===== config.mk =====
export PLATFORM = sky130hd
export DESIGN_NAME = srp_queue
export DESIGN_NICKNAME = d
export VERILOG_FILES = /design/src/sv/srp_pkg.sv /design/src/sv/srp_queue.sv
export VERILOG_INCLUDE_DIRS = /design/src /design/src/sv
export SDC_FILE = /design/constraint.sdc
export NUM_CORES = 1
export LEC_CHECK = 0
export BUFFER_PORTS_ARGS = -buffer_cell sky130_fd_sc_hd__buf_2
export CAP_MARGIN = 25
export CORE_MARGIN = 8
export CORE_UTILIZATION = 57
export DETAILED_ROUTE_END_ITERATION = 16
export PLACE_DENSITY = 0.79
export SYNTH_ARGS = -nofsm -noshare
export SYNTH_HDL_FRONTEND = slang
export SYNTH_SLANG_ARGS = --single-unit

===== constraint.sdc =====
create_clock -name clk -period 2.95 [get_ports clk]
set_clock_uncertainty 0.2 [all_clocks]
set_input_delay 0.1475 -clock clk [delete_from_list [all_inputs] [get_ports clk]]
set_output_delay 0.1475 -clock clk [all_outputs]
set_load 0.01 [all_outputs]

===== src/sv/sine_range_reduce_polynomial_unit_macros.svh =====
// ---------------------------------------------------------------------------
// sine_range_reduce_polynomial_unit_macros: assertion macros
// Clocked implication checks shared by the sine unit modules.
// ---------------------------------------------------------------------------
`ifndef SINE_RANGE_REDUCE_POLYNOMIAL_UNIT_MACROS_SVH
`define SINE_RANGE_REDUCE_POLYNOMIAL_UNIT_MACROS_SVH
// implication check under clock and async reset
`define SRP_ASSERT_IMP(label, ante, cons) \
	label: assert property (@(posedge clk) disable iff (!arst_n) (ante) |-> (cons)) \
		else $error("check failed");
// next-cycle implication check
`define SRP_ASSERT_NEXT(label, ante, cons) \
	label: assert property (@(posedge clk) disable iff (!arst_n) (ante) |=> (cons)) \
		else $error("check failed");
`endif


===== src/sv/srp_pkg.sv =====
// ---------------------------------------------------------------------------
// srp_pkg: shared types and constants for the sine unit
// Formats, polynomial coefficients and the front-to-back queue entry.
// ---------------------------------------------------------------------------
package srp_pkg;
	localparam int AngleW = 32;
	localparam int OutFrac = 30;
	localparam int NEven = 10;
	localparam int QDepth = 4;
	localparam int QPtrW = 2;
	// pi in Q52, 2^52 * pi rounded
	localparam logic [54:0] PiQ52 = 55'd14148475504056881;
	localparam logic [54:0] HalfPiQ52 = 55'd7074237752028440;
	localparam int Stages = NEven - 1;

	// queue entry: reduced and centered angle plus tags
	typedef struct packed {
		logic signed [31:0] c;
		logic odd;
		logic last;
	} srp_item_t;

	function automatic logic signed [31:0] coef(input int i);
		case (i)
			0: coef = 32'sd1073741824;
			1: coef = -32'sd536870912;
			2: coef = 32'sd44739243;
			3: coef = -32'sd1491308;
			4: coef = 32'sd26630;
			5: coef = -32'sd296;
			6: coef = 32'sd2;
			default: coef = 32'sd0;
		endcase
	endfunction
endpackage


===== src/sv/srp_queue.sv =====
// ---------------------------------------------------------------------------
// srp_queue: small queue between front and back
// Register-based FIFO of reduced items.
// ---------------------------------------------------------------------------
module srp_queue (
	input  logic clk,
	input  logic arst_n,
	input  logic wr_valid,
	output logic wr_ready,
	input  srp_pkg::srp_item_t wr_item,
	output logic rd_valid,
	input  logic rd_ready,
	output srp_pkg::srp_item_t rd_item
);
	import srp_pkg::*;
	srp_item_t mem_q [QDepth];
	logic [QPtrW-1:0] wp_q, rp_q;
	logic [QPtrW:0] cnt_q;
	logic wr, rd;

	assign wr_ready = cnt_q != (QPtrW+1)'(QDepth);
	assign rd_valid = cnt_q != '0;
	assign wr = wr_valid && wr_ready;
	assign rd = rd_valid && rd_ready;
	assign rd_item = mem_q[rp_q];

	always_ff @(posedge clk or negedge arst_n) begin
		if (!arst_n) begin
			wp_q <= '0;
			rp_q <= '0;
			cnt_q <= '0;
		end else begin
			if (wr) wp_q <= wp_q + 1'b1;
			if (rd) rp_q <= rp_q + 1'b1;
			cnt_q <= cnt_q + (QPtrW+1)'(wr) - (QPtrW+1)'(rd);
		end
	end

	always_ff @(posedge clk) begin
		if (wr) begin
			mem_q[wp_q] <= wr_item;
		end
	end

	`include "sine_range_reduce_polynomial_unit_macros.svh"
	`SRP_ASSERT_IMP(a_cnt_max, 1'b1, cnt_q <= (QPtrW+1)'(QDepth))
	`SRP_ASSERT_NEXT(a_cnt_inc, wr && !rd, cnt_q == $past(cnt_q) + 1'b1)
	`SRP_ASSERT_NEXT(a_cnt_dec, rd && !wr, cnt_q == $past(cnt_q) - 1'b1)
endmodule


==> results.cfg, run 1 <==
[setup_path]
path_cells = nor3b_2, nand2b_1, ha_1, inv_1, ha_1, inv_1, fa_1, xnor2_1, xnor2_1
slowest_delay_ps = 480
timing.critical_path.arrival_ps = 2750
cp_num_buf_inv = 2
slowest_cell_on_the_critical_path = sky130_fd_sc_hd__dfrtp_1
critPathTopFamily = adder cells
critical_path.startpoint_type = flop
worst_ep_required_time_ps = 3150
crit_path_max_fanout = 8
worst_setup_path_end_kind = flop
criticalPathCategory = flop to flop

[synth]
yosysWarnings = 0
synth_commonest_cells = sky130_fd_sc_hd__edfxtp_1, sky130_fd_sc_hd__mux4_2, sky130_fd_sc_hd__dfrtp_1
synth.top_cells.by_area = sky130_fd_sc_hd__edfxtp_1, sky130_fd_sc_hd__mux4_2, sky130_fd_sc_hd__dfrtp_1
largest_area_contributor_in_the_synthesized_netlist = sky130_fd_sc_hd__edfxtp_1
yosysUniqueCellTypes = 21
synth_seq_area_share = 0.785
number_of_enable_type_register_cells_in_the_synthesized_netlist = 136
yosys_most_used_dff = sky130_fd_sc_hd__edfxtp_1
ys_async_sr_fraction = 0.0490
postSynthAreaPerCell_um2 = 24.8
synth_seq_cells = 143
yosysMostFrequentCell = sky130_fd_sc_hd__edfxtp_1
synth_largest_type_area_fraction = 0.752
synth.net_count = 264
netlist_area_um2 = 5430
synth_cells = 219

[floorplan]
die_h_um = 114
design.core.area_um2 = 9240
die-area_um2 = 12900
chipWidth_um = 114
initial_core_util = 0.588
pin_count = 74
floorplan.rows = 35

[routing]
wire_per_inst_um = 19.8
detailed_route_via_count = 2583
antenna_left = 0
routed_via_density = 5.28
dr.first_iter.drc_count = 128
drcViolationCount = 0
detail_route.first_pass.iterations = 4
finalWirelength_um = 9690

[grt]
first_pass_grt_wire_length_um = 15200
grt_overflow_total = 0
grt_util_all_layers = 0.160
grt_pass1_vias = 2901
grt_start_max_net_pins = 35
grt_antenna_before_repair = 0

[hold_path]
worst_hold_path_type = primary input to flop

[finish]
flow.area_growth_from_synthesis_pct = 26.3
finalInstanceArea_um2 = 6860
post_route_cells_drive_above_1_share = 0.400
final.fill_count = 522
antenna_cells = 0
fin_util = 0.742
final_nets = 392

[job]
cap_viol_max_count = 0

[clock_network]
ctsLongestPathBuffers = 2
htree_num_levels = 4
cts_tree = built
ctsRootBufferMaster = sky130_fd_sc_hd__clkbuf_8
post_cts_buffers = 0
cts-buffers-inserted = 17
tritoncts_num_sinks = 143
cts.repair.resized = 0
clock_latency_ps = 510
clk_pin_slew_ps = 60

[sta]
worst_slew_margin_rel = 0.397
setup_repair_after_global_routing_missed_its_margin = no
finalWorstPathRequiredPeriod_ps = 2560
setup_violations = 0
slew_viol_final = 0
finalHoldViolCount = 0
hold-worst-slack_ps = 183
total_negative_slack_ps = 0
timing.final.crit_share = 0.867
fmaxAchievable_ghz = 0.391
tightestPinTransition_ps = 904

[run_status]
status = completed

[pwr]
pwr-share-seq = 0.432
p_switching_uw = 1920
cellInternalPower_uw = 4800
switching_share_of_power = 0.286
clock_power_share = 0.296
worst_ir_drop_vdd_v = 0.000598
combPwrFrac = 0.272
p_per_area_nw_per_um2 = 980
p_leak_uw = 0.00246

[placed_design]
dpl.hpwl_um = 5830
io_buffers = 73
routability_driven_placement_congestion_ratio = 0.742
placement.cell_area_um2 = 5920
## final timing paths
check,cells past startpoint,to,slack [ps],start
worst max-delay path,9,cnt_q[2],390,cnt_q[1]
worst min-delay path,2,mem_q[1][32],180,wr_item[32]
worst max register to register,9,cnt_q[2],390,cnt_q[1]
min in group asynchronous,3,cnt_q[0],390,arst_n
max in group asynchronous,3,rp_q[0],1880,arst_n
worst min register to register,2,wp_q[1],420,wp_q[1]
## area by class of cell
| cell class | instances | area (um2) | area share |
|---|---|---|---|
| sequential | 143 | 4260 | 0.622 |
| clock buffer | 18 | 418 | 0.0610 |
| clock inverter | 14 | 140 | 0.0204 |
| tap | 129 | 161 | 0.0235 |
| timing repair buffer | 117 | 791 | 0.115 |
| multi-input combinational | 62 | 1060 | 0.155 |
| inverter | 6 | 22.5 | 0.00329 |
## what timing repair did
| item | in CTS | in global routing |
|---|---|---|
| hold buffers | 38 | 0 |
| endpoints found under the hold margin | 147 | 0 |
| setup endpoints to repair | 0 | 0 |
## metrics by stage
step | setup slack [ps] | instances | total power, uW
after floorplan | 651 | 219 | 4170
after global placement | 528 | 419 | 4720
after detailed placement | 421 | 419 | 4780
after CTS | 407 | 489 | 6800
after global routing | 270 | 489 | 7030
final | 392 | 489 | 6720
## power by group through the flow
stage / registers [uW] / logic, uW / clock network (uW)
floorplan: 2830 / 1350 / 0
global placement: 2910 / 1810 / 0
detailed placement: 2940 / 1830 / 0
CTS: 2910 / 1880 / 2010
global route: 2940 / 1990 / 2100
finish: 2900 / 1830 / 1990
## layout by cell type (no fill, tap or decap), drive strengths merged, types with 3 or more instances in the layout
cell and count:
inv 9, mux4 34, dlygate4sd3 38, xnor2 3, buf 79, nand2b 4
dfrtp 7, ha 6, clkinv 8, edfxtp 136, clkbuf 18, and3b 4
## kinds of logic after synthesis
| logic type | count (synthesis) | synth area share |
|---|---|---|
| DFF | 143 | 0.785 |
| and+or+nand+nor | 13 | 0.0194 |
| muxes | 34 | 0.145 |
| buffers and inverters | 14 | 0.0210 |
| adders and majority gates | 7 | 0.0175 |
| AOI/OAI and AO/OA | 4 | 0.00599 |
| xor gates and xnor gates | 4 | 0.00645 |
## flip-flops by register name, summed over array words and instances, names as in the netlist
register / cells
wp_q: 2
rp_q: 2
cnt_q: 3
mem_q: 136
## routing by layer
layer	up-vias	global-route usage	wire (um)
met5	-	0	0
met4	0	0.0755	159
met3	13	0.0571	622
met2	77	0.269	5100
met1	1305	0.180	3810
li1	1188	-	-
## worst reg2reg max path, stage by stage (launching register included)
cell and delay [ps]:
sky130_fd_sc_hd__dfrtp_1 480, sky130_fd_sc_hd__nor3b_2 480, sky130_fd_sc_hd__nand2b_1 170, sky130_fd_sc_hd__ha_1 220
sky130_fd_sc_hd__inv_1 60, sky130_fd_sc_hd__ha_1 130, sky130_fd_sc_hd__inv_1 50, sky130_fd_sc_hd__fa_1 370
sky130_fd_sc_hd__xnor2_1 150, sky130_fd_sc_hd__xnor2_1 130
Power figures use the tool's default switching activity.
==> run 2, diff against run 1 <==
--- a/config.mk
+++ b/config.mk
@@ -11,7 +11,7 @@
 export CORE_MARGIN = 8
 export CORE_UTILIZATION = 57
 export DETAILED_ROUTE_END_ITERATION = 16
-export PLACE_DENSITY = 0.79
+export PLACE_DENSITY_LB_ADDON = 0.05
 export SYNTH_ARGS = -nofsm -noshare
 export SYNTH_HDL_FRONTEND = slang
 export SYNTH_SLANG_ARGS = --single-unit
==> run 2 against run 1 <==
  * Wire length shrank 3.0%
  * Design area up 0.42%
  * Combinational power hardly changed
  * Hold slack lost 3.1 ps
  * Sequential share of layout area fell by 0.26 points
  * First-iteration DRC count is 0.78% lower
  * Flip-flop and latch count unchanged
  * Largest power group unchanged
==> results.cfg, run 2 (same netlist as run 1, synthesis figures left out) <==
[floorplan]
chipWidth_um = 114
die-area_um2 = 12900
die_h_um = 114
design.core.area_um2 = 9240
initial_core_util = 0.588
floorplan.rows = 35
pin_count = 74

[routing]
routed_via_density = 5.26
wire_per_inst_um = 19.4
detailed_route_via_count = 2544
dr.first_iter.drc_count = 127
drcViolationCount = 0
detail_route.first_pass.iterations = 5
finalWirelength_um = 9400
antenna_left = 0

[sta]
total_negative_slack_ps = 0
finalWorstPathRequiredPeriod_ps = 2480
finalHoldViolCount = 0
fmaxAchievable_ghz = 0.404
setup_violations = 0
slew_viol_final = 0
tightestPinTransition_ps = 946
worst_slew_margin_rel = 0.370
hold-worst-slack_ps = 180
setup_repair_after_global_routing_missed_its_margin = no
timing.final.crit_share = 0.839

[placed_design]
routability_driven_placement_congestion_ratio = 0.671
io_buffers = 73
dpl.hpwl_um = 5160
place_inst = 415

[run_status]
status = completed

[clock_network]
clk_pin_slew_ps = 60
cts_tree = built
htree_num_levels = 4
ctsLongestPathBuffers = 2
ctsRootBufferMaster = sky130_fd_sc_hd__clkbuf_8
tritoncts_num_sinks = 143
cts.repair.resized = 0
cts-buffers-inserted = 17
clock_latency_ps = 520

[finish]
mostFrequentLayoutCells = sky130_fd_sc_hd__edfxtp_1, sky130_fd_sc_hd__buf_2, sky130_fd_sc_hd__dlygate4sd3_1, sky130_fd_sc_hd__mux4_2, sky130_fd_sc_hd__clkbuf_16
mostFrequentLayoutCell = sky130_fd_sc_hd__edfxtp_1
antenna_cells = 0
largest_registers = mem_q (136), cnt_q (3)
largest_register_ff_count = 136
flow.area_growth_from_synthesis_pct = 26.8
registers.top_by_ff_count = mem_q
fin_util = 0.745
post_route_cells_drive_above_1_share = 0.394
final_nets = 388
seqCellArea_um2 = 4260
final.fill_count = 542
fin_cells = 484
combined_area_of_the_multi_input_logic_cells_um2 = 1060

[setup_path]
worst_ep_required_time_ps = 2600
timing.critical_path.arrival_ps = 2130
crit_path_max_fanout = 28
cp_num_buf_inv = 2
worst_setup_path_end_kind = output pin
slowest_cell_on_the_critical_path = sky130_fd_sc_hd__mux4_1
path_cells = buf_12, mux4_1, buf_2
slowest_delay_ps = 600
criticalPathCategory = flop to output pin
critPathTopFamily = multiplexers
critical_path.startpoint_type = flop

[hold_path]
worst_hold_path_type = primary input to flop

[pwr]
clock_power_share = 0.315
worst_ir_drop_vdd_v = 0.000774
p_per_area_nw_per_um2 = 997
design_power_total_uw = 6860
switching_share_of_power = 0.277
cellInternalPower_uw = 4960
p_switching_uw = 1900
pwr-share-seq = 0.418
combPwrFrac = 0.267
p_leak_uw = 0.00246

[grt]
grt_antenna_before_repair = 0
grt_util_all_layers = 0.157
grt_overflow_total = 0
grt_pass1_vias = 2833
first_pass_grt_wire_length_um = 15100
grt_start_max_net_pins = 35

[job]
cap_viol_max_count = 0
## run 2: cell type report
class	instances	share of cell area
sequential	143	0.619
clock inverter	14	0.0276
multi-input combinational	62	0.154
tap	129	0.0234
timing repair buffer	113	0.112
clock buffer	17	0.0602
inverter	6	0.00327
## run 2: worst paths after layout
kind | cells past startpoint | startpoint | slack [ps] | endpoint
hold / removal | 2 | wr_item[2] | 180 | mem_q[2][2]
setup / recovery | 3 | rp_q[0] | 470 | rd_item[33]
setup reg to reg | 9 | cnt_q[1] | 480 | cnt_q[2]
min in group asynchronous | 3 | arst_n | 390 | wp_q[1]
max in group asynchronous | 3 | arst_n | 1870 | rp_q[0]
hold reg to reg | 1 | rp_q[1] | 260 | rp_q[1]
## run 2: metal layers
metal | up-vias | track usage | wire length [um]
met5 | - | 0 | 0
met4 | 0 | 0.0533 | 84
met3 | 11 | 0.0518 | 485
met2 | 74 | 0.262 | 4860
met1 | 1278 | 0.189 | 3970
li1 | 1181 | - | -
## run 2: power by group through the flow
stage	logic, uW	registers, uW	clock network [uW]
final	1830	2870	2160
after global routing	2000	2920	2270
after CTS	1900	2870	2190
after detailed placement	1850	2910	0
after global placement	1840	2890	0
after floorplan	1350	2830	0
## run 2: through the flow
stage / cell area (um2) / setup slack [ps]
finish: 6880 / 474
global route: 6880 / 311
CTS: 6880 / 405
detailed placement: 5900 / 478
global placement: 5900 / 534
floorplan: 5430 / 651
## run 2: repair_timing
item / CTS / global route
hold buffers: 38 / 0
endpoints found under the hold margin: 147 / 0
setup buffers: 0 / 0
endpoints found under the setup margin: 0 / 0
