[src/sv/sine_range_reduce_polynomial_unit_macros.svh]
// ---------------------------------------------------------------------------
// sine_range_reduce_polynomial_unit_macros: assertion macros
// Clocked implication checks shared by the sine unit modules.
// ---------------------------------------------------------------------------
`ifndef SINE_RANGE_REDUCE_POLYNOMIAL_UNIT_MACROS_SVH
`define SINE_RANGE_REDUCE_POLYNOMIAL_UNIT_MACROS_SVH
// implication check under clock and async reset
`define SRP_ASSERT_IMP(label, ante, cons) \
	label: assert property (@(posedge clk) disable iff (!arst_n) (ante) |-> (cons)) \
		else $error("check failed");
// next-cycle implication check
`define SRP_ASSERT_NEXT(label, ante, cons) \
	label: assert property (@(posedge clk) disable iff (!arst_n) (ante) |=> (cons)) \
		else $error("check failed");
`endif

[src/sv/srp_pkg.sv]
// ---------------------------------------------------------------------------
// srp_pkg: shared types and constants for the sine unit
// Formats, polynomial coefficients and the front-to-back queue entry.
// ---------------------------------------------------------------------------
package srp_pkg;
	localparam int AngleW = 32;
	localparam int OutFrac = 30;
	localparam int NEven = 10;
	localparam int QDepth = 4;
	localparam int QPtrW = 2;
	// pi in Q52, 2^52 * pi rounded
	localparam logic [54:0] PiQ52 = 55'd14148475504056881;
	localparam logic [54:0] HalfPiQ52 = 55'd7074237752028440;
	localparam int Stages = NEven - 1;

	// queue entry: reduced and centered angle plus tags
	typedef struct packed {
		logic signed [31:0] c;
		logic odd;
		logic last;
	} srp_item_t;

	function automatic logic signed [31:0] coef(input int i);
		case (i)
			0: coef = 32'sd1073741824;
			1: coef = -32'sd536870912;
			2: coef = 32'sd44739243;
			3: coef = -32'sd1491308;
			4: coef = 32'sd26630;
			5: coef = -32'sd296;
			6: coef = 32'sd2;
			default: coef = 32'sd0;
		endcase
	endfunction
endpackage

[src/sv/srp_front.sv]
// ---------------------------------------------------------------------------
// srp_front: range reduction
// Reduces angle modulo pi in a short pipeline, one quotient bit per stage.
// ---------------------------------------------------------------------------
module srp_front (
	input  logic clk,
	input  logic arst_n,
	input  logic in_valid,
	output logic in_ready,
	input  logic signed [31:0] angle,
	input  logic last_in,
	output logic out_valid,
	input  logic out_ready,
	output srp_pkg::srp_item_t item
);
	import srp_pkg::*;
	// |angle| < 2^7 rad => |a|/pi < 41, quotient in [-41,40]; 7 bits of quotient
	// after the bias of 64*pi the dividend is below 2^61, signed width 62
	localparam int DivSteps = 7;
	localparam int RW = 62;

	logic [DivSteps:0] vld;
	logic signed [RW-1:0] rem [DivSteps+1];
	logic [DivSteps-1:0] quo [DivSteps+1];
	logic lst [DivSteps+1];
	logic adv;
	logic signed [RW-1:0] cfull;
	logic signed [RW-1:0] crnd;

	assign adv = !vld[DivSteps] || out_ready;
	assign in_ready = adv;

	// stage 0: shift angle to Q52 and bias so remainder is nonneg
	// a + 64*pi >= 0 always; bias parity even so k parity unchanged
	always_ff @(posedge clk or negedge arst_n) begin
		if (!arst_n) begin
			vld <= '0;
		end else if (adv) begin
			vld <= {vld[DivSteps-1:0], in_valid};
		end
	end

	always_ff @(posedge clk) begin
		if (adv) begin
			rem[0] <= RW'({{(RW-60){angle[31]}}, angle, 28'd0}) + RW'(PiQ52) * RW'(64);
			quo[0] <= '0;
			lst[0] <= last_in;
		end
	end

	// restoring division, one quotient bit per stage
	for (genvar s = 0; s < DivSteps; s++) begin : g_div
		logic signed [RW-1:0] d;
		logic signed [RW-1:0] t;
		assign d = RW'(PiQ52) <<< (DivSteps - 1 - s);
		assign t = rem[s] - d;
		always_ff @(posedge clk) begin
			if (adv) begin
				rem[s+1] <= t[RW-1] ? rem[s] : t;
				quo[s+1] <= {quo[s][DivSteps-2:0], !t[RW-1]};
				lst[s+1] <= lst[s];
			end
		end
	end

	// center and round to Q30
	assign cfull = rem[DivSteps] - RW'(HalfPiQ52);
	assign crnd = (cfull + RW'(1 << 21)) >>> 22;
	assign out_valid = vld[DivSteps];
	assign item.c = crnd[31:0];
	assign item.odd = quo[DivSteps][0];
	assign item.last = lst[DivSteps];

	`include "sine_range_reduce_polynomial_unit_macros.svh"
	`SRP_ASSERT_IMP(a_rem_range, vld[DivSteps], rem[DivSteps] < RW'(PiQ52))
	`SRP_ASSERT_IMP(a_rem_pos, vld[DivSteps], !rem[DivSteps][RW-1])
	`SRP_ASSERT_NEXT(a_hold, out_valid && !out_ready, out_valid)
endmodule

[config.mk]
export PLATFORM = sky130hd
export DESIGN_NAME = srp_front
export DESIGN_NICKNAME = d
export VERILOG_FILES = /design/src/sv/srp_pkg.sv /design/src/sv/srp_front.sv
export VERILOG_INCLUDE_DIRS = /design/src /design/src/sv
export SDC_FILE = /design/constraint.sdc
export NUM_CORES = 1
export LEC_CHECK = 0
export BUFFER_PORTS_ARGS = -buffer_cell sky130_fd_sc_hd__buf_4
export CORE_MARGIN = 2
export CORE_UTILIZATION = 50
export DETAILED_ROUTE_END_ITERATION = 12
export HOLD_SLACK_MARGIN = 0.08
export PLACE_DENSITY = 0.74
export SKIP_CTS_REPAIR_TIMING = 1
export SLEW_MARGIN = 20
export SYNTH_ARGS = -nofsm -noshare
export SYNTH_HDL_FRONTEND = slang
export SYNTH_SLANG_ARGS = --single-unit
export TNS_END_PERCENT = 30
[constraint.sdc]
create_clock -name clk -period 13.1 [get_ports clk]
set_input_delay 0.655 -clock clk [delete_from_list [all_inputs] [get_ports clk]]
set_output_delay 0.655 -clock clk [all_outputs]
set_load 0.02 [all_outputs]
==> metrics, run 1 <==
TritonCTS Buffers=43; Setup-failing EPs final=0; Reg-to-Reg Start=rem[0][87]$_DFFE_PP_; slack of the critical path=around 9.0 ns; I/O pins=73; Max Clk Rate=~240 MHz; delay-heaviest family, CP=compound AO/OA/AOI/OAI gates; crit path DAT=3.43 ns; mapped cell area=0.0225 sq mm; Post-synth EDFFs=slightly below 400; Initial Util=0.508; worst r2r dst=rem[0][170]$_DFFE_PP_; pre-CTS WS=9.24 ns; root buf cell=clkbuf_16; final period utilization=0.312; Max FO, Critical Path=8; critical path type=reg2out; max incr delay on CP=roughly 0.43 ns; Synth Flop Type=edfxtp_1; std cell rows=77; total gr overflow=0; Mapped Nets=~2100; critical path cell sequence=a2111o_1 > a21oi_1 > o21ai_0 > a311o_1 > o2111a_1 > o21a_1 > o31ai_1 > xnor2_1 > buf_4; DR iter-0 viols=between 800 and 900; vias=approximately 15000; DR pass1 iterations=5; Reg area=between 0.01 and 0.015 sq mm; antenna violations before repair=0; first-pass GRT wire length=68.6 mm; final cell count without fillers=between 2000 and 3000; Die Y-Extent=approximately 220 microns; final hold slack=around 0.29 ns; buffers added on ports=72; FFs w/ async S/R, synth=0.0197; Cells after Synth=2057; sequential element share of the synthesized area=0.539; Final min period=between 4 and 5 ns; Slew HR=0.340; largest net degree at the start of global routing=between 90 and 100; NumNets Final=about 2200; Critical Path Source Type=register; post-synth cell types=80; core area=~0.044 sq mm; Multi-input gate area=0.00992 sq mm; HPWL Detailed=30.6 mm; GPL Wtd Cong=0.981; Hold Fails Final Rpt=0; Clock Skew=about 0.029 ns; drc violations=0; depth of the most critical reg-to-reg path=11; die width=216 microns; CTS max path bufs=3; CP Capture Type=output pin; register bit total from synthesis=406; GRT Total Usage=0.177; slowest stage cell, crit path=a311o_1; Sink Count=slightly above 400; reg2reg setup slack=~9.4 ns; share of cells above drive strength 1=0.0863; vias in the first global route=approximately 15000; Area growth syn-to-layout=10.7%; Power Density=roughly 280 mW/mm^2; H-tree depth=2; RSZ-0062 raised after global routing=no; Hold/Removal Path Class=in2reg; Via density=about 5.6; antenna-violating nets left=0; CTS tree=built; status=completed; worst path bufs/invs=1; Mapped Avg Cell Area=roughly 11 sq um; Avg WL per Cell=15.1 microns; Filler Cells Inserted=~3700; Ys Warns=0; peak supply drop=0.000179 V; Worst-path clk slew=0.06 ns; worst setup path end=item[26]; Total Power=approximately 0.007 W; insertion delay to the later sink of the worst-skew pair=about 0.57 ns; final setup TNS=0 ns; Req. time, crit path=around 12 ns; leak pwr=8.90 nW; Ant. Diodes=0; Cells after DPL=2671; total die area=between 0.04 and 0.05 sq mm; number of max-cap violations=0; Final Slew Violations=0; Total Wirelength=about 42 mm; Setup crit start=rem[1][189]$_DFFE_PP_; WP depth=9; slew at the pin with the worst max-slew slack=around 1 ns
-- worst min path at each step --
| stage | depth (start not counted) | from | endpoint |
|---|---|---|---|
| 2_1_floorplan | 0 | arst_n | vld[0]$_DFFE_PN0P_ |
| 4_1_cts | 1 | arst_n | vld[1]$_DFFE_PN0P_ |
| 6_report | 1 | last_in | lst[0][0]$_DFFE_PP_ |
| 3_3_place_gp | 0 | lst[1][0]$_DFFE_PP_ | lst[1][1]$_DFFE_PP_ |
| 5_1_grt | 1 | last_in | lst[0][0]$_DFFE_PP_ |
| 3_5_place_dp | 0 | rem[0][28]$_DFFE_PP_ | rem[0][90]$_DFFE_PP_ |
-- per-layer routing --
layer  GRT usage  share of wire
met5           0              0
met4      0.0961          0.043
met2       0.336           0.53
met1       0.187           0.39
met3      0.0255          0.036
-- placed cells by master, fill, tap and decap left out, types with 18 or more instances in the layout --
master	Yosys	final
buf_4	1	82
a21o_1	30	30
or3_1	23	23
inv_1	49	49
nor4_1	32	32
nand2b_1	31	30
o21a_1	20	20
a31oi_1	18	18
o21ai_0	124	124
nor2b_1	18	18
xor2_1	164	164
nand2_1	190	190
a21oi_1	89	89
edfxtp_1	398	398
clkbuf_16	0	43
nand3_1	50	50
nor3_1	73	73
xnor2_1	190	190
nor2_1	179	179
-- report_power, final --
part / switching (W) / leakage [nW] / internal (W)
Sequential: 0.000723 / 4.09 / 0.00251
Combinational: 0.00150 / 4.19 / 0.00123
Clock: 0.000464 / 0.626 / 0.000661
-- stage by stage --
| step | util | instance area (sq um) |
|---|---|---|
| finish | 0.563 | 25000 |
| detailed placement | 0.533 | 23600 |
| CTS | 0.563 | 24900 |
| global placement | 0.533 | 23600 |
| floorplan | - | 22500 |
| global route | 0.563 | 25000 |
-- flip-flops by register name, summed over array words and instances, names as in the netlist --
| name | count |
|---|---|
| lst | 8 |
| vld | 8 |
| quo | 1 |
| rem | 389 |
-- kinds of logic after synthesis --
logic type | count (synthesis) | synth area share
xor+xnor | 354 | 0.138
flops | 406 | 0.539
simple gates | 731 | 0.165
fa+ha+maj | 15 | 0.00833
mux | 9 | 0.00450
compound gates | 429 | 0.125
buf+inv | 113 | 0.0207
-- cells in the mapped netlist, types with 18 or more instances --
library cell    n  area [sq um]
a21o_1         30           225
a21oi_1        89           445
a31oi_1        18           113
clkbuf_1       42           158
edfxtp_1      398         12000
inv_1          49           184
nand2_1       190           713
nand2b_1       31           194
nand3_1        50           250
nor2_1        179           672
nor2b_1        18           113
nor3_1         73           365
nor4_1         32           200
o21a_1         20           150
o21ai_0       124           621
or3_1          23           144
xnor2_1       190          1660
xor2_1        164          1440
-- cell type report --
cell class	count	share of cell area
multi-input cells	1538	0.398
clock buffers	56	0.0451
inverters	51	0.00767
flip-flops and latches	406	0.487
clock inverters	20	0.00687
well taps	592	0.0297
repair buffers	85	0.0260
Note: power is estimated with default switching activity, not from simulation.
==> run 2: changes to the inputs <==
Clock period 13.1 ns to 3.6 ns, I/O delays scaled along.
==> metrics, run 2 (same netlist as run 1, synthesis figures left out) <==
status=completed (unchanged); DR iter-0 viols=738 (was 864); number of max-cap violations=0 (unchanged); clock share of power=0.163 (was 0.159); HPWL Detailed=32.1 mm (was 30.6 mm); Biggest register=rem (unchanged); Hold Fails Final Rpt=0 (unchanged); vias=15800 (was 15300); leak pwr=9.36 nW (was 8.90 nW); delay-heaviest family, CP=compound AO/OA/AOI/OAI gates (unchanged); buffers added on ports=72 (unchanged); Initial Util=0.508 (unchanged); Final min period=about 3.5 ns; Critical Path Source Type=register (unchanged); I/O pins=73 (unchanged); Combinational Power Share=0.392 (was 0.385); Largest regs=rem (389), lst (8), vld (8) (unchanged); antenna-violating nets left=0 (unchanged); H-tree depth=2 (unchanged); critical path cell sequence=a2111o_1 > a21oi_1 > o21ai_0 > a311o_1 > o2111a_1 > o21a_1 > o31ai_2 > xnor2_1 > buf_4 (was a2111o_1 > a21oi_1 > o21ai_0 > a311o_1 > o2111a_1 > o21a_1 > o31ai_1 > xnor2_1 > buf_4); Die Y-Extent=216 microns (unchanged); max incr delay on CP=0.44 ns (was 0.43 ns); Setup-failing EPs final=0 (unchanged); antenna violations before repair=0 (unchanged); DR pass1 iterations=5 (unchanged); Hold/Removal Path Class=in2reg (unchanged); Avg WL per Cell=15.4 microns (was 15.1 microns); GPL Wtd Cong=0.930 (was 0.981); drc violations=0 (unchanged); vias in the first global route=15400 (was 15000); NumNets Final=2263 (was 2177); Worst-path clk slew=0.06 ns (about the same); first-pass GRT wire length=71.4 mm (was 68.6 mm); pre-CTS WS=0.273 ns (was 9.24 ns); sequential share of power=0.445 (was 0.456); Area growth syn-to-layout=14.9% (was 10.7%); crit path DAT=3.32 ns (was 3.43 ns); share of cells above drive strength 1=0.103 (was 0.0863); root buf cell=clkbuf_16 (unchanged); max reg flops=389 (unchanged); Via density=5.56 (about the same); Final Slew Violations=0 (unchanged); leading cell types in the layout, fill and taps excluded=edfxtp_1 (398), nand2_1 (190), xnor2_1 (190) (unchanged); Clock Skew=0.0373 ns (was 0.0290 ns); slack of the critical path=0.103 ns (was 9.01 ns); final setup TNS=0 ns (unchanged); Req. time, crit path=3.42 ns (was 12.44 ns); Power Density=1020 mW/mm^2 (was 284 mW/mm^2); final core occ=0.584 (was 0.563); largest net degree at the start of global routing=97 (was 96); Ant. Diodes=0 (unchanged); core area=0.0443 sq mm (unchanged); final period utilization=0.971; CP Capture Type=output pin (unchanged); total die area=0.0468 sq mm (unchanged); Max FO, Critical Path=8 (unchanged); GRT Total Usage=0.184 (was 0.177); slowest stage cell, crit path=a311o_1 (unchanged); RSZ-0062 raised after global routing=yes (was no); final hold slack=0.359 ns (was 0.291 ns); critical path type=reg2out (unchanged); commonest non-fill, non-tap cell in the layout=edfxtp_1 (unchanged); Max Clk Rate=roughly 290 MHz; worst path bufs/invs=1 (unchanged); Total Power=0.0263 W (was 0.00709 W); peak supply drop=0.000570 V (was 0.000179 V); sw power=0.00992 W (was 0.00269 W); Total Wirelength=43.7 mm (was 41.6 mm); std cell rows=77 (unchanged); Int Pwr=0.0164 W (was 0.00440 W); total gr overflow=0 (unchanged); sw frac=0.377 (was 0.380); die width=216 microns (unchanged); insertion delay to the later sink of the worst-skew pair=0.57 ns (about the same); Slew HR=0.430 (was 0.340); Sink Count=406 (unchanged); CTS tree=built (unchanged); TritonCTS Buffers=45 (was 43); CTS max path bufs=3 (unchanged); slew at the pin with the worst max-slew slack=0.833 ns (was 0.976 ns)
[run 2: cell types whose count changed in the layout (fill, tap and decap cells not counted), sizes merged]
cell,delta
bufinv,+1
clkinv,+3
dlygate4sd3,+49
clkinvlp,+1
buf,+35
clkbuf,-1
[run 2: final cells by class]
class	count	area (sq um)
Clock buffer	55	1160
Sequential cell	406	12200
Clock inverter	25	226
Inverter	51	191
Timing Repair Buffer	169	1480
Tap cell	592	741
Fill cell	3581	18400
Multi-Input combinational cell	1538	9930
[run 2: metrics by stage]
stage	area [sq um]	instances
final	25900	2836
after global routing	25900	2836
after CTS	25400	2786
after detailed placement	24000	2706
after global placement	24000	2706
after floorplan	22500	2057
[run 2: path summary, 6_finish.rpt]
kind | start | to | slack [ns] | depth (start not counted)
min | angle[0] | rem[0][28]$_DFFE_PP_ | 0.36 | 2
max in group asynchronous | arst_n | vld[7]$_DFFE_PN0P_ | 2.74 | 3
min in group asynchronous | arst_n | vld[5]$_DFFE_PN0P_ | 0.58 | 3
max | rem[1][189]$_DFFE_PP_ | item[26] | 0.10 | 9
min reg2reg | lst[0][2]$_DFFE_PP_ | lst[0][3]$_DFFE_PP_ | 0.41 | 0
max reg2reg | rem[0][237]$_DFFE_PP_ | rem[1][21]$_DFFE_PP_ | 0.27 | 9
[run 2: metal layers]
metal,GRT usage,wire (microns),share of wire,vias to the layer above
met5,0,0,0,-
met3,0.0246,1460,0.033,139
met1,0.189,16700,0.38,7360
li1,-,-,-,7893
met4,0.0934,1980,0.045,0
met2,0.360,23600,0.54,372
[run 2: power by group through the flow]
| stage | combinational, W | sequential, W | clock (W) |
|---|---|---|---|
| 3_5_place_dp | 0.0103 | 0.0117 | 0 |
| 3_3_place_gp | 0.0100 | 0.0116 | 0 |
| 6_report | 0.0103 | 0.0117 | 0.00430 |
| 4_1_cts | 0.0103 | 0.0116 | 0.00443 |
| 2_1_floorplan | 0.00808 | 0.0109 | 0 |
| 5_1_grt | 0.0115 | 0.0121 | 0.00461 |
==> run 3: changes to the inputs <==
Clock period 3.6 ns to 3.1 ns, I/O delays scaled along.
==> metrics, run 3 (same netlist as run 1, synthesis figures left out) <==
HPWL Detailed=33.2 mm (was 32.1 mm); Avg WL per Cell=15.8 microns (was 15.4 microns); drc violations=0 (unchanged); slack of the critical path=-0.163 ns (was 0.103 ns); Via density=5.59 (was 5.56); CP Capture Type=output pin (unchanged); first-pass GRT wire length=73.6 mm (was 71.4 mm); Final Slew Violations=0 (unchanged); final cell count without fillers=2884 (was 2836); total die area=0.0468 sq mm (unchanged); Critical Path Source Type=register (unchanged); Slew HR=0.536 (was 0.430); final period utilization=1.05; Setup-failing EPs final=12 (was 0); buffers added on ports=72 (unchanged); insertion delay to the later sink of the worst-skew pair=0.57 ns (about the same); Largest regs=rem (389), lst (8), vld (8) (unchanged); peak supply drop=0.000718 V (was 0.000570 V); reg2reg setup slack=0.10 ns (was 0.27 ns); vias in the first global route=16000 (was 15400); Biggest register=rem (unchanged); GRT Total Usage=0.189 (was 0.184); Clock Skew=0.0183 ns (was 0.0373 ns); total gr overflow=0 (unchanged); CTS tree=built (unchanged); Area growth syn-to-layout=17.6% (was 14.9%); worst hold start=out_ready (was angle[0]); slew at the pin with the worst max-slew slack=0.687 ns (was 0.833 ns); DR iter-0 viols=775 (was 738); Total Wirelength=45.7 mm (was 43.7 mm); Die Y-Extent=216 microns (unchanged); H-tree depth=2 (unchanged); leak pwr=9.64 nW (was 9.36 nW); I/O pins=73 (unchanged); crit path DAT=3.11 ns (was 3.32 ns); Hold Fails Final Rpt=0 (unchanged); Hold/Removal Path Class=in2reg (unchanged); NumNets Final=2309 (was 2263); TritonCTS Buffers=44 (was 45); vias=16100 (was 15800); Max Clk Rate=~310 MHz; share of cells above drive strength 1=0.136 (was 0.103); antenna-violating nets left=0 (unchanged); M1 WL=17.2 mm (was 16.7 mm); depth of the most critical reg-to-reg path=9 (unchanged); root buf cell=clkbuf_16 (unchanged); Worst-path clk slew=0.06 ns (about the same); largest net degree at the start of global routing=90 (was 97); WL met3=1.58 mm (was 1.46 mm); Initial Util=0.508 (unchanged); Final min period=around 3.3 ns; Hold Crit Endpoint=vld[7]$_DFFE_PN0P_ (was rem[0][28]$_DFFE_PP_); DR top layer=met4 (unchanged); CTS max path bufs=3 (unchanged); hold depth=3 (was 2); Ant. Diodes=0 (unchanged); failing checks=setup timing; die width=216 microns (unchanged); Cells after DPL=2752 (was 2706); commonest non-fill, non-tap cell in the layout=edfxtp_1 (unchanged); pre-CTS WS=-0.0478 ns (was 0.273 ns); met2 wire length=24.7 mm (was 23.6 mm); DR pass1 iterations=6 (was 5); core area=0.0443 sq mm (unchanged); antenna violations before repair=0 (unchanged); Req. time, crit path=2.94 ns (was 3.42 ns); Sink Count=406 (unchanged); GPL Wtd Cong=0.972 (was 0.930); number of max-cap violations=0 (unchanged); worst r2r dst=rem[1][194]$_DFFE_PP_ (was rem[1][21]$_DFFE_PP_); max reg flops=389 (unchanged); std cell rows=77 (unchanged); leading cell types in the layout, fill and taps excluded=edfxtp_1 (398), nand2_1 (190), xnor2_1 (190) (unchanged); status=complete, but fails checks (was completed); RSZ-0062 raised after global routing=yes (unchanged); Reg-to-Reg Start=rem[1][128]$_DFFE_PP_ (was rem[0][237]$_DFFE_PP_); Max FO, Critical Path=8 (unchanged); critical path type=reg2out (unchanged); Power Density=1190 mW/mm^2 (was 1020 mW/mm^2); Filler Cells Inserted=3526 (was 3581)
==> run 3: final cells by class <==
class / count / area, sq um / share of cell area
sequential: 406 / 12200 / 0.459
multi-input combinational: 1538 / 10100 / 0.382
timing repair buffer: 216 / 1880 / 0.0709
clock buffer: 54 / 1160 / 0.0438
tap: 592 / 741 / 0.0280
clock inverter: 27 / 246 / 0.00930
inverter: 51 / 191 / 0.00723
==> run 3: worst max-delay path, cell delays in order (launching register included) <==
cell	delay, ns
edfxtp_1	0.35
a2111o_1	0.42
a21oi_2	0.16
o21ai_1	0.08
a311o_2	0.46
o2111a_2	0.32
o21a_4	0.25
o31ai_4	0.20
xnor2_1	0.14
buf_4	0.16
==> run 3: worst max-delay path by stage <==
| stage | from | endpoint | slack (ns) | depth (start not counted) |
|---|---|---|---|---|
| 6_report | rem[1][189]$_DFFE_PP_ | item[26] | -0.16 | 9 |
| 5_1_grt | rem[1][189]$_DFFE_PP_ | item[26] | -0.32 | 9 |
| 4_1_cts | rem[1][189]$_DFFE_PP_ | item[33] | -0.48 | 9 |
| 3_5_place_dp | rem[0][233]$_DFFE_PP_ | rem[1][11]$_DFFE_PP_ | -0.05 | 9 |
| 3_3_place_gp | rem[0][233]$_DFFE_PP_ | rem[1][11]$_DFFE_PP_ | 0.05 | 9 |
| 2_1_floorplan | vld[7]$_DFFE_PN0P_ | vld[0]$_DFFE_PN0P_ | 0.25 | 3 |
==> run 3: per-stage QoR <==
step | hold slack, ns | TNS (ns) | utilization | instance area (sq um) | power [W]
global route | 0.290 | -4.33 | 0.598 | 26500 | 0.0336
finish | 0.283 | -1.09 | 0.598 | 26500 | 0.0315
CTS | -0.641 | -5.83 | 0.582 | 25800 | 0.0313
detailed placement | -0.0215 | -0.0478 | 0.550 | 24400 | 0.0261
floorplan | -0.141 | 0 | - | 22500 | 0.0220
global placement | -0.0289 | 0 | 0.550 | 24400 | 0.0256
==> run 3: power breakdown <==
group	total [W]	internal [W]	leakage [nW]	switching, W
Clock	0.00507	0.00300	0.681	0.00207
Combinational	0.0129	0.00594	4.87	0.00701
Sequential	0.0134	0.0106	4.09	0.00287
==> run 3: routing by layer <==
metal | global-route usage | up-vias
met5 | 0 | -
met4 | 0.107 | 0
met3 | 0.0271 | 150
met2 | 0.369 | 402
met1 | 0.191 | 7571
li1 | - | 7988
